<file path="config.mk">
export PLATFORM = sky130hd
export DESIGN_NAME = base62_text_to_int128
export DESIGN_NICKNAME = d
export VERILOG_FILES = /design/src/sv/b62_pkg.sv /design/src/sv/b62_front.sv /design/src/sv/b62_queue.sv /design/src/sv/b62_back.sv /design/src/sv/base62_text_to_int128.sv
export SDC_FILE = /design/constraint.sdc
export NUM_CORES = 1
export LEC_CHECK = 0
export BUFFER_PORTS_ARGS = -buffer_cell sky130_fd_sc_hd__clkbuf_2
export CORE_MARGIN = 2
export CORE_UTILIZATION = 35
export CTS_BUF_LIST = sky130_fd_sc_hd__clkbuf_4 sky130_fd_sc_hd__clkbuf_8 sky130_fd_sc_hd__clkbuf_16
export CTS_CLUSTER_SIZE = 14
export DETAILED_ROUTE_END_ITERATION = 10
export SYNTH_ARGS = -nofsm -noshare
export SYNTH_HDL_FRONTEND = slang
export SYNTH_SLANG_ARGS = --single-unit
</file>
<file path="constraint.sdc">
create_clock -name clk_i -period 7.2 [get_ports clk_i]
set_input_delay 1.44 -clock clk_i [delete_from_list [all_inputs] [get_ports clk_i]]
set_output_delay 1.44 -clock clk_i [all_outputs]
set_load 0.02 [all_outputs]
</file>
<file path="src/sv/b62_pkg.sv">
// Shared types, constants and the character classifier for the base-62 decoder.
// No dependencies; every other file imports this package.
package b62_pkg;

  localparam int MAX_DIGITS_DEF = 20;
  // 62^20 < 2^120, so a 120-bit magnitude never wraps.
  localparam int ACC_W          = 120;
  localparam int QUEUE_DEPTH    = 2;
  localparam int DIGIT_W        = 6;
  localparam int IN_DATA_W      = 8;
  localparam int VAL_LOW_W      = 64;
  localparam int VAL_HIGH_W     = 57;
  localparam int STATUS_W       = 2;
  localparam int OUT_DATA_W     = 128;

  typedef enum logic [1:0] {
    KIND_DIGIT,
    KIND_MINUS,
    KIND_BAD,
    KIND_END
  } b62_kind_e;

  typedef enum logic [STATUS_W-1:0] {
    ST_OK        = 2'd0,
    ST_BAD_DIGIT = 2'd1,
    ST_RANGE     = 2'd2
  } b62_status_e;

  typedef struct packed {
    b62_kind_e            kind;
    logic [DIGIT_W-1:0]   digit;
  } b62_item_t;

  localparam logic [7:0] CH_0     = 8'h30;
  localparam logic [7:0] CH_9     = 8'h39;
  localparam logic [7:0] CH_UP_A  = 8'h41;
  localparam logic [7:0] CH_UP_Z  = 8'h5A;
  localparam logic [7:0] CH_LO_A  = 8'h61;
  localparam logic [7:0] CH_LO_Z  = 8'h7A;
  localparam logic [7:0] CH_MINUS = 8'h2D;
  localparam logic [7:0] UP_BASE  = 8'd10;
  localparam logic [7:0] LO_BASE  = 8'd36;

  // Maps one character to its kind and, for digits, its value 0..61.
  function automatic b62_item_t classify(input logic [7:0] ch, input logic last);
    b62_item_t  res;
    logic [7:0] val;
    begin
      res.kind  = KIND_BAD;
      res.digit = '0;
      val       = '0;
      if (last) begin
        res.kind = KIND_END;
      end else if (ch >= CH_0 && ch <= CH_9) begin
        res.kind = KIND_DIGIT;
        val      = ch - CH_0;
      end else if (ch >= CH_UP_A && ch <= CH_UP_Z) begin
        res.kind = KIND_DIGIT;
        val      = ch - CH_UP_A + UP_BASE;
      end else if (ch >= CH_LO_A && ch <= CH_LO_Z) begin
        res.kind = KIND_DIGIT;
        val      = ch - CH_LO_A + LO_BASE;
      end else if (ch == CH_MINUS) begin
        res.kind = KIND_MINUS;
      end
      res.digit = val[DIGIT_W-1:0];
      return res;
    end
  endfunction

endpackage

</file>
<file path="src/sv/b62_front.sv">
// Front end of the base-62 decoder: takes input items and classifies each one.
// Depends on b62_pkg for the item type and the classify function.
module b62_front import b62_pkg::*; (
  input  logic                  s_valid_i,
  output logic                  s_ready_o,
  input  logic [IN_DATA_W-1:0]  s_data_i,
  input  logic                  s_last_i,
  output logic                  push_o,
  output b62_item_t             push_item_o,
  input  logic                  queue_full_i
);

  assign s_ready_o   = !queue_full_i;
  assign push_o      = s_valid_i && !queue_full_i;
  assign push_item_o = classify(s_data_i, s_last_i);

endmodule

</file>
<file path="src/sv/b62_queue.sv">
// Short queue of classified items between the front and back ends.
// Depends on b62_pkg for the item type and the queue depth.
module b62_queue import b62_pkg::*; (
  input  logic       clk_i,
  input  logic       rst_ni,
  input  logic       push_i,
  input  b62_item_t  push_item_i,
  output logic       full_o,
  input  logic       pop_i,
  output b62_item_t  head_o,
  output logic       empty_o
);

  localparam int PtrW = (QUEUE_DEPTH > 1) ? $clog2(QUEUE_DEPTH) : 1;
  localparam int CntW = $clog2(QUEUE_DEPTH + 1);

  b62_item_t         entries_q [QUEUE_DEPTH];
  logic [PtrW-1:0]   wr_ptr_q, wr_ptr_d;
  logic [PtrW-1:0]   rd_ptr_q, rd_ptr_d;
  logic [CntW-1:0]   count_q, count_d;

  assign full_o  = (count_q == CntW'(QUEUE_DEPTH));
  assign empty_o = (count_q == '0);
  assign head_o  = entries_q[rd_ptr_q];

  always_comb begin
    wr_ptr_d = wr_ptr_q;
    rd_ptr_d = rd_ptr_q;
    count_d  = count_q;
    if (push_i) begin
      wr_ptr_d = (wr_ptr_q == PtrW'(QUEUE_DEPTH - 1)) ? '0 : wr_ptr_q + 1'b1;
    end
    if (pop_i) begin
      rd_ptr_d = (rd_ptr_q == PtrW'(QUEUE_DEPTH - 1)) ? '0 : rd_ptr_q + 1'b1;
    end
    if (push_i && !pop_i) begin
      count_d = count_q + 1'b1;
    end else if (!push_i && pop_i) begin
      count_d = count_q - 1'b1;
    end
  end

  always_ff @(posedge clk_i or negedge rst_ni) begin
    if (!rst_ni) begin
      wr_ptr_q <= '0;
      rd_ptr_q <= '0;
      count_q  <= '0;
    end else begin
      wr_ptr_q <= wr_ptr_d;
      rd_ptr_q <= rd_ptr_d;
      count_q  <= count_d;
    end
  end

  always_ff @(posedge clk_i) begin
    if (push_i) begin
      entries_q[wr_ptr_q] <= push_item_i;
    end
  end

endmodule

</file>
<file path="src/sv/b62_back.sv">
// Back end of the base-62 decoder: runs the value*62+digit accumulator, the
// digit count and flags, and holds the finished result in an output register.
// Depends on b62_pkg for types, widths and status codes.
module b62_back import b62_pkg::*; #(
  parameter int MAX_DIGITS = MAX_DIGITS_DEF
) (
  input  logic                   clk_i,
  input  logic                   rst_ni,
  input  logic                   item_valid_i,
  input  b62_item_t              item_i,
  output logic                   pop_o,
  output logic                   m_valid_o,
  input  logic                   m_ready_i,
  output logic [VAL_LOW_W-1:0]   value_low_o,
  output logic [VAL_HIGH_W-1:0]  value_high_o,
  output logic [STATUS_W-1:0]    status_o
);

  localparam int CntW = $clog2(MAX_DIGITS + 2);
  localparam int ResW = VAL_LOW_W + VAL_HIGH_W;

  logic [ACC_W-1:0]       acc_q, acc_d;
  logic [CntW-1:0]        count_q, count_d;
  logic                   neg_q, neg_d;
  logic                   bad_q, bad_d;
  logic                   out_valid_q, out_valid_d;
  logic [ResW-1:0]        result_q, result_d;
  b62_status_e            status_q, status_d;

  logic                   slot_free;
  logic [CntW-1:0]        count_inc;
  logic [ACC_W-1:0]       acc_mac;
  logic [ResW-1:0]        magnitude;

  assign slot_free = !out_valid_q || m_ready_i;
  assign pop_o     = item_valid_i && ((item_i.kind != KIND_END) || slot_free);

  assign count_inc = (count_q < CntW'(MAX_DIGITS + 1)) ? count_q + 1'b1 : count_q;
  // value*62 + digit, as value*64 - value*2 + digit.
  assign acc_mac   = (acc_q << 6) - (acc_q << 1) + ACC_W'(item_i.digit);
  assign magnitude = ResW'(acc_q);

  always_comb begin
    acc_d       = acc_q;
    count_d     = count_q;
    neg_d       = neg_q;
    bad_d       = bad_q;
    out_valid_d = out_valid_q && !m_ready_i;
    result_d    = result_q;
    status_d    = status_q;
    if (pop_o) begin
      case (item_i.kind)
        KIND_END: begin
          out_valid_d = 1'b1;
          result_d    = '0;
          if ((count_q == '0 && !neg_q) || count_q > CntW'(MAX_DIGITS)) begin
            status_d = ST_RANGE;
          end else if (bad_q) begin
            status_d = ST_BAD_DIGIT;
          end else begin
            status_d = ST_OK;
            result_d = neg_q ? (~magnitude + 1'b1) : magnitude;
          end
          acc_d   = '0;
          count_d = '0;
          neg_d   = 1'b0;
          bad_d   = 1'b0;
        end
        default: begin
          // A minus counts as a sign only when it is the very first item.
          if (item_i.kind == KIND_MINUS && count_q == '0 && !neg_q) begin
            neg_d = 1'b1;
          end else begin
            count_d = count_inc;
            if (count_inc <= CntW'(MAX_DIGITS)) begin
              if (item_i.kind != KIND_DIGIT) begin
                bad_d = 1'b1;
              end else if (!bad_q) begin
                acc_d = acc_mac;
              end
            end
          end
        end
      endcase
    end
  end

  always_ff @(posedge clk_i or negedge rst_ni) begin
    if (!rst_ni) begin
      acc_q       <= '0;
      count_q     <= '0;
      neg_q       <= 1'b0;
      bad_q       <= 1'b0;
      out_valid_q <= 1'b0;
    end else begin
      acc_q       <= acc_d;
      count_q     <= count_d;
      neg_q       <= neg_d;
      bad_q       <= bad_d;
      out_valid_q <= out_valid_d;
    end
  end

  always_ff @(posedge clk_i) begin
    result_q <= result_d;
    status_q <= status_d;
  end

  assign m_valid_o    = out_valid_q;
  assign value_low_o  = result_q[VAL_LOW_W-1:0];
  assign value_high_o = result_q[ResW-1:VAL_LOW_W];
  assign status_o     = status_q;

endmodule

</file>
<file path="src/sv/base62_text_to_int128.sv">
// Streaming base-62 text to signed 121-bit integer decoder, one character per item.
// Throughput: one item per cycle unless an end item waits on a result not yet taken;
// the accumulator's multiply-by-62 and add is the loop.
// A two-entry queue parts the classifier from the accumulator; the result register
// parts the accumulator from the output. A result that is not taken holds back only
// the next end item, and input stalls once that item and one more fill the queue.
// Reset (rst_ni low, asynchronous) clears the accumulator, count, flags and queue.
module base62_text_to_int128 import b62_pkg::*; #(
  parameter int MAX_DIGITS = MAX_DIGITS_DEF
) (
  input  logic                   clk_i,
  input  logic                   rst_ni,
  input  logic                   s_axis_tvalid,
  output logic                   s_axis_tready,
  input  logic [IN_DATA_W-1:0]   s_axis_tdata,   // [7:0] char_code
  input  logic                   s_axis_tlast,   // end_mark
  output logic                   m_axis_tvalid,
  input  logic                   m_axis_tready,
  output logic [OUT_DATA_W-1:0]  m_axis_tdata    // [63:0] value_low, [120:64] value_high,
                                                 // [122:121] status, rest zero
);

  localparam int PadW = OUT_DATA_W - VAL_LOW_W - VAL_HIGH_W - STATUS_W;

  logic                   push;
  b62_item_t              push_item;
  logic                   queue_full;
  logic                   pop;
  b62_item_t              head;
  logic                   queue_empty;
  logic [VAL_LOW_W-1:0]   value_low;
  logic [VAL_HIGH_W-1:0]  value_high;
  logic [STATUS_W-1:0]    status;

  b62_front u_front (
    .s_valid_i    (s_axis_tvalid),
    .s_ready_o    (s_axis_tready),
    .s_data_i     (s_axis_tdata),
    .s_last_i     (s_axis_tlast),
    .push_o       (push),
    .push_item_o  (push_item),
    .queue_full_i (queue_full)
  );

  b62_queue u_queue (
    .clk_i       (clk_i),
    .rst_ni      (rst_ni),
    .push_i      (push),
    .push_item_i (push_item),
    .full_o      (queue_full),
    .pop_i       (pop),
    .head_o      (head),
    .empty_o     (queue_empty)
  );

  b62_back #(
    .MAX_DIGITS (MAX_DIGITS)
  ) u_back (
    .clk_i        (clk_i),
    .rst_ni       (rst_ni),
    .item_valid_i (!queue_empty),
    .item_i       (head),
    .pop_o        (pop),
    .m_valid_o    (m_axis_tvalid),
    .m_ready_i    (m_axis_tready),
    .value_low_o  (value_low),
    .value_high_o (value_high),
    .status_o     (status)
  );

  assign m_axis_tdata = {{PadW{1'b0}}, status, value_high, value_low};

endmodule

</file>
**Yosys cells after proc, flatten, opt, wreduce, memory -nomap -nowiden**

Memories as Yosys holds them, arrays and structs flattened.
Cells that the tools add are included.

- Reduce and logical (&&, ||, !) cells: 35
- Eq/ne operators: 8
- Add/subtract/negate cells: 13
- Bitwise logic cells: 2
- Magnitude comparators: 9
- Mux-type cells: 33

Operators with widths:

| kind | number |
|---|---|
| 120-bit two-way mux | 6 |
| 121-bit by 1-bit adder with 121-bit output (second input constant) | 1 |
| 120-bit inverter with 121-bit output | 1 |
| 120-bit by 6-bit adder with 120-bit output | 1 |
| 120-bit subtractor | 1 |
| 6-bit two-way mux | 4 |
| 8-bit by 7-bit >= comparator with 1-bit output (second input constant) | 2 |
| 8-bit by 7-bit less-or-equal comparator with 1-bit output (second input constant) | 2 |
| 5-bit two-way mux | 3 |
| 2-bit two-way mux | 7 |
| 1-bit two-way mux | 13 |
| 6-bit subtractor (second input constant) | 2 |
| 1-bit logical AND | 11 |
| 2-bit nonzero test | 5 |
| 8-bit by 6-bit == test with 1-bit output (second input constant) | 1 |
| 8-bit by 6-bit >= comparator with 1-bit output (second input constant) | 1 |
| 8-bit by 6-bit less-or-equal comparator with 1-bit output (second input constant) | 1 |
| 2-bit != test (second input constant) | 4 |
| 1-bit zero test | 7 |
| 6-bit by 4-bit adder with 6-bit output (second input constant) | 1 |
| 6-bit adder (second input constant) | 1 |
| 2-bit AND reduction | 3 |
| 6-bit by 1-bit subtractor with 6-bit output (second input constant) | 1 |
| 5-bit by 1-bit adder with 5-bit output (second input constant) | 1 |
| other kinds (16) | 20 |

- Memories kept: 1
- Logic and storage cells: 112
- Memory bits (writable): 16
- Bits in registers: 255
- Output and inout port bits: 130

Memories:

| name | words | width | read ports | clocked after Yosys merged registers in | write ports | RTL line | source |
|---|---|---|---|---|---|---|---|
| u_queue.entries_q | 2 | 8 | 1 | 0 | 1 | b62_queue.sv:17 | `b62_item_t entries_q [QUEUE_DEPTH];` |

**Longest topological paths before layout**

- Depth after elaboration: 7
- Mapped depth: 15

**Cells and area by module**

From an unflattened synthesis, not the netlist that was laid out.

- Cells, all modules: 2582
- Area, all modules: 21310.4 µm²

By module, submodules not included:

| module | seq. area each (µm²) | instances | area an instance (µm²) | cells an instance |
|---|---|---|---|---|
| b62_back | 6896.6 | 1 | 19945.4 | 2455 |
| b62_queue | 580.6 | 1 | 770.7 | 41 |
| b62_front | 0.0 | 1 | 549.3 | 79 |
| base62_text_to_int128 | 0.0 | 1 | 45.0 | 7 |

**Worst setup path after synthesis**

OpenSTA, ideal clock, no wires.

- Path type: input to register
- Start point: in m_axis_tready
- End point: reg u_back.out_valid_q, in the netlist u_back.m_valid_o
- Stages on the path: 5
- Path buffers: 0
- Arrival time: 7.520 ns
- Slack: -0.417 ns
- Cells stage by stage: nor2b_1 -> a21oi_1 -> inv_1 -> nor2_1 -> or2_2

- Word-level cells in the longest chain between the ends: 4

Ends and longest elaborated chain:

| element | RTL line | source |
|---|---|---|
| from (decl) | base62_text_to_int128.sv:18 | `input logic m_axis_tready,` |
| 1-bit zero test / 1-bit logical OR (equally long branches) | b62_back.sv:48, b62_back.sv:35 |  |
| 1-bit logical AND / 1-bit logical OR (equally long branches) | b62_back.sv:48, b62_back.sv:36 |  |
| 1-bit two-way mux / 1-bit logical AND (equally long branches) | b62_back.sv:52, b62_back.sv:36 |  |
| 1-bit two-way mux (*) | b62_back.sv:51 | `if (pop_o) begin` |
| via u_back.out_valid_d | b62_back.sv:26 | `logic out_valid_q, out_valid_d;` |
| to (signal assigned) | b62_back.sv:100 | `out_valid_q <= out_valid_d;` |
| to (decl) | b62_back.sv:26 |  |

The timed path passes the listed nets; every way through them passes the cells marked *.
A chain may end at the register's enable or synchronous reset.

**Worst setup path in the final report**

- Start point: reg u_queue.rd_ptr_q
- End point: reg u_back.acc_q[104]

- Word-level cells in the longest chain between the ends: 7

Ends and longest elaborated chain:

| element | RTL line | source |
|---|---|---|
| from (decl) | b62_queue.sv:19 | `logic [PtrW-1:0] rd_ptr_q, rd_ptr_d;` |
| from (signal assigned) | b62_queue.sv:50 | `rd_ptr_q <= rd_ptr_d;` |
| memory 2 x 8 bit (*) | -- |  |
| 120-bit by 6-bit adder with 120-bit output | b62_back.sv:40 | `assign acc_mac = (acc_q << 6) - (acc_q << 1) + ACC_W'(item_i.digit);` |
| 120-bit two-way mux | b62_back.sv:78 | `end else if (!bad_q) begin` |
| 120-bit two-way mux | b62_back.sv:76 | `if (item_i.kind != KIND_DIGIT) begin` |
| 120-bit two-way mux | b62_back.sv:75 | `if (count_inc <= CntW'(MAX_DIGITS)) begin` |
| 120-bit two-way mux | b62_back.sv:71 | `if (item_i.kind == KIND_MINUS && count_q == '0 && !neg_q) begin` |
| 120-bit two-way mux | b62_back.sv:52 | `case (item_i.kind)` |
| to (signal assigned) | b62_back.sv:90 | `acc_q <= '0;` |
| to (signal assigned) | b62_back.sv:96 | `acc_q <= acc_d;` |
| to (decl) | b62_back.sv:22 | `logic [ACC_W-1:0] acc_q, acc_d;` |

Mark *: on every way between the ends. The rest lies on a longest branch, timed or not. The select of a mux whose other input is x is not followed.

==> results.sh <==
export IMPL_status="completed"
export IMPL_grt_pass1_vias=19100
export IMPL_ctsLongestPathBuffers=3
export IMPL_wl_per_cell_um=19.4
export IMPL_clock_sinks=271
export IMPL_ys_top_cells_by_area="edfxtp_1, dfrtp_1, ha_1, xnor2_1, o21ai_0"
export IMPL_fin_crit_sh_pct=70.2
export IMPL_timing_max_cap_violations=0
export IMPL_relSlewSlack_pct=13.0
export IMPL_skew_ns=0.0366
export IMPL_gp_congestion=0.954
export IMPL_synth_seq_area_share_pct=34.9
export IMPL_r2r_start="u_queue.rd_ptr_q"
export IMPL_crit_arrival_ns=5.47
export IMPL_final_hold_violation_count=0
export IMPL_yosysWarningCount=0
export IMPL_die_x_um=251
export IMPL_end_kind="flop"
export IMPL_cts_max_level=2
export IMPL_ctsResizeCount=0
export IMPL_hpwl_mm=51.3
export IMPL_vias=19400
export IMPL_synthMuxAreaShare_pct=0.678
export IMPL_synthArstFlopShare_pct=48.7
export IMPL_drc=0
export IMPL_port_buffers=137
export IMPL_die_h_um=251
export IMPL_postCtsSetupRepairBufs=0
export IMPL_rsz0062_at_grt="false"
export IMPL_synth_top_cell_by_area="edfxtp_1"
export IMPL_grt_first_pass_wirelength_mm=106
export IMPL_final_antenna_net_count=0
export IMPL_synth_compound_gate_area_share_pct=23.2
export IMPL_period_needed_ns=5.06
export IMPL_wl_mm=66.8
export IMPL_hp_start="u_back.acc_q[115]"
export IMPL_synth_simple_area_share_pct=18.3
export IMPL_pre_cts_slack_ns=2.03
export IMPL_crit_path_max_fanout=9
export IMPL_synth_seq_cells=271
export IMPL_synth_top_family_by_area="compound AO/OA/AOI/OAI gates"
export IMPL_pin_count=143
export IMPL_tightest_slew_ns=1.31
export IMPL_r2r_cells=13
export IMPL_cts_hold_buf=0
export IMPL_maxSlewViolCount=0
export IMPL_dp_cells=3386
export IMPL_hold_depth=1
export IMPL_layout_drive_gt1_share_pct=9.63
export IMPL_synth_ff_type="edfxtp_1"
export IMPL_min_path_type="flop to flop"
export IMPL_clock_latency_ns=0.57
export IMPL_syn_area_sq_um=21400
export IMPL_drtIter0Drc=1467
export IMPL_cp_start_kind="flop"
export IMPL_synth_area_per_cell_sq_um=8.31
export IMPL_synth_cell_types=87
export IMPL_diodes=0
export IMPL_layout_setup_ws_ns=2.14
export IMPL_final_nets=2788
export IMPL_cts_root_buffer="clkbuf_16"
export IMPL_reg2reg_slack_ns=2.14
export IMPL_synth_fa_ha_area_share_pct=7.83
export IMPL_synthCells=2576
export IMPL_finalSetupViolCount=0
export IMPL_path_clk_slew_ns=0.06
export IMPL_max_clock_freq_mhz=198
export IMPL_antenna_found_initial=0
export IMPL_viasPerCell=5.62
export IMPL_synth_xor_area_share_pct=9.53
export IMPL_overflow=0
export IMPL_coreArea_sq_um=60500
export IMPL_area_growth_pct=11.8
export IMPL_cts_made_buffers=35
export IMPL_die_area_sq_um=63200
export IMPL_cts_tree="built"
export IMPL_synth_edff_count=139
export IMPL_min_to="u_back.acc_q[115]"
export IMPL_fp_row_count=90
export IMPL_initial_core_util_pct=35.4
export IMPL_path_class="flop to flop"
export IMPL_final_cell_count_no_fill=3450
export IMPL_synth_top_cell_area_share_pct=19.5
export IMPL_grt_max_degree=89
export IMPL_groute_usage_overall_pct=20.9
export IMPL_critPathRequiredTime_ns=7.61
export IMPL_setup_tns_ns=0
export IMPL_dr_pass1_iters=7
export IMPL_r2r_end="u_back.acc_q[104]"
-- registers in the layout, summed over array words and instances, names as in the netlist --
name               flops
u_back.status_o        2
u_back.neg_q           1
u_back.m_valid_o       1
u_back.count_q         5
u_queue.count_q        2
u_back.acc_q         120
u_back.bad_q           1
u_queue.wr_ptr_q       1
u_queue.rd_ptr_q       1
u_queue.entries_q     16
u_back.result_q      121
-- through the flow --
stage | cell area [sq um] | hold slack, ns | utilization, %
5_1_grt | 23900 | 0.527 | 39.6
3_3_place_gp | 22700 | 0.471 | 37.5
4_1_cts | 23900 | 0.497 | 39.6
3_5_place_dp | 22700 | 0.484 | 37.5
6_report | 23900 | 0.495 | 39.6
2_1_floorplan | 21400 | 0.456 | -
-- cells in the mapped netlist, types with 7 or more instances --
library cell / number
nand2_1: 283
nor2_1: 252
o21ai_0: 220
a21oi_1: 208
xnor2_1: 183
inv_1: 168
edfxtp_1: 139
ha_1: 134
dfrtp_1: 132
clkbuf_1: 105
o31ai_1: 72
nand4_1: 69
a21o_1: 63
nor3_1: 52
xor2_1: 50
o21bai_1: 36
o21ai_1: 33
or3_1: 29
nand2b_1: 24
nand3_1: 24
o21a_1: 22
nor2b_1: 19
a31oi_1: 18
or4_1: 15
o41ai_1: 14
nor4_1: 13
o211ai_1: 11
a22o_1: 10
mux2i_1: 10
or2_2: 10
a21boi_0: 9
a2111oi_0: 8
a211oi_1: 8
a211o_1: 7
-- how the worst max path moves through the flow --
| stage | start | end | slack, ns | cells past startpoint |
|---|---|---|---|---|
| 2_1_floorplan | m_axis_tready | u_back.result_q[0] | 1.73 | 4 |
| 3_3_place_gp | m_axis_tready | u_back.acc_q[64] | 2.16 | 11 |
| 3_5_place_dp | m_axis_tready | u_back.acc_q[64] | 2.03 | 11 |
| 4_1_cts | u_queue.rd_ptr_q | u_back.acc_q[104] | 2.12 | 13 |
| 5_1_grt | u_queue.rd_ptr_q | u_back.acc_q[104] | 1.80 | 13 |
| 6_report | u_queue.rd_ptr_q | u_back.acc_q[104] | 2.14 | 13 |
-- worst max-delay path, cell delays in order (launching register included) --
cell       delay, ns
dfrtp_1         0.58
mux2_2          0.39
ha_1            0.33
nor2b_1         0.22
o31a_1          0.22
nor3b_1         0.34
o31ai_1         0.17
a2111oi_0       0.89
o211ai_1        0.31
a2111oi_2       0.65
o21ai_1         0.23
o31ai_1         0.34
xnor2_1         0.16
o31ai_1         0.08
-- cell families after synthesis --
family	Yosys count
multiplexers	14
other	1
buffers and inverters	293
AO/OA/AOI/OAI	793
adder cells (fa/ha/maj)	134
AND/OR/NAND/NOR	837
flip-flops	271
XOR/XNOR	233
-- layer usage --
metal	global-route usage [%]	routed length, um	vias to the layer above
met5	0	0	-
met2	33.6	30400	588
met4	7.52	2220	0
met3	2.36	3220	136
met1	28.9	30900	9290
li1	-	-	9376
-- cells in the final DEF (no fill, tap or decap), types with 8 or more instances in the layout --
cell | synthesis | layout
nand2_1 | 283 | 283
nor2_1 | 252 | 251
o21ai_0 | 220 | 220
a21oi_1 | 208 | 208
xnor2_1 | 183 | 183
inv_1 | 168 | 168
edfxtp_1 | 139 | 139
clkbuf_2 | 0 | 136
ha_1 | 134 | 134
dfrtp_1 | 132 | 131
o31ai_1 | 72 | 72
nand4_1 | 69 | 69
a21o_1 | 63 | 63
nor3_1 | 52 | 52
xor2_1 | 50 | 50
clkbuf_16 | 0 | 37
o21bai_1 | 36 | 36
o21ai_1 | 33 | 33
or3_1 | 29 | 29
nand2b_1 | 24 | 23
nand3_1 | 24 | 23
o21a_1 | 22 | 22
nor2b_1 | 19 | 19
a31oi_1 | 18 | 18
or4_1 | 15 | 15
o41ai_1 | 14 | 14
nor4_1 | 13 | 13
o211ai_1 | 11 | 11
buf_4 | 6 | 11
mux2i_1 | 10 | 10
or2_2 | 10 | 10
a22o_1 | 10 | 10
a21boi_0 | 9 | 9
a211oi_1 | 8 | 8
a2111oi_0 | 8 | 8
-- area by class of cell --
class | count | area [sq um]
well taps | 782 | 978
repair buffers | 148 | 774
clock buffers | 44 | 997
fillers | 6074 | 36500
inverters | 169 | 634
multi-input cells | 2016 | 12800
clock inverters | 20 | 262
flip-flops and latches | 271 | 7480
Power is not shown: default switching activity piles up to over one toggle a cycle in this logic, so the estimate is an artifact.
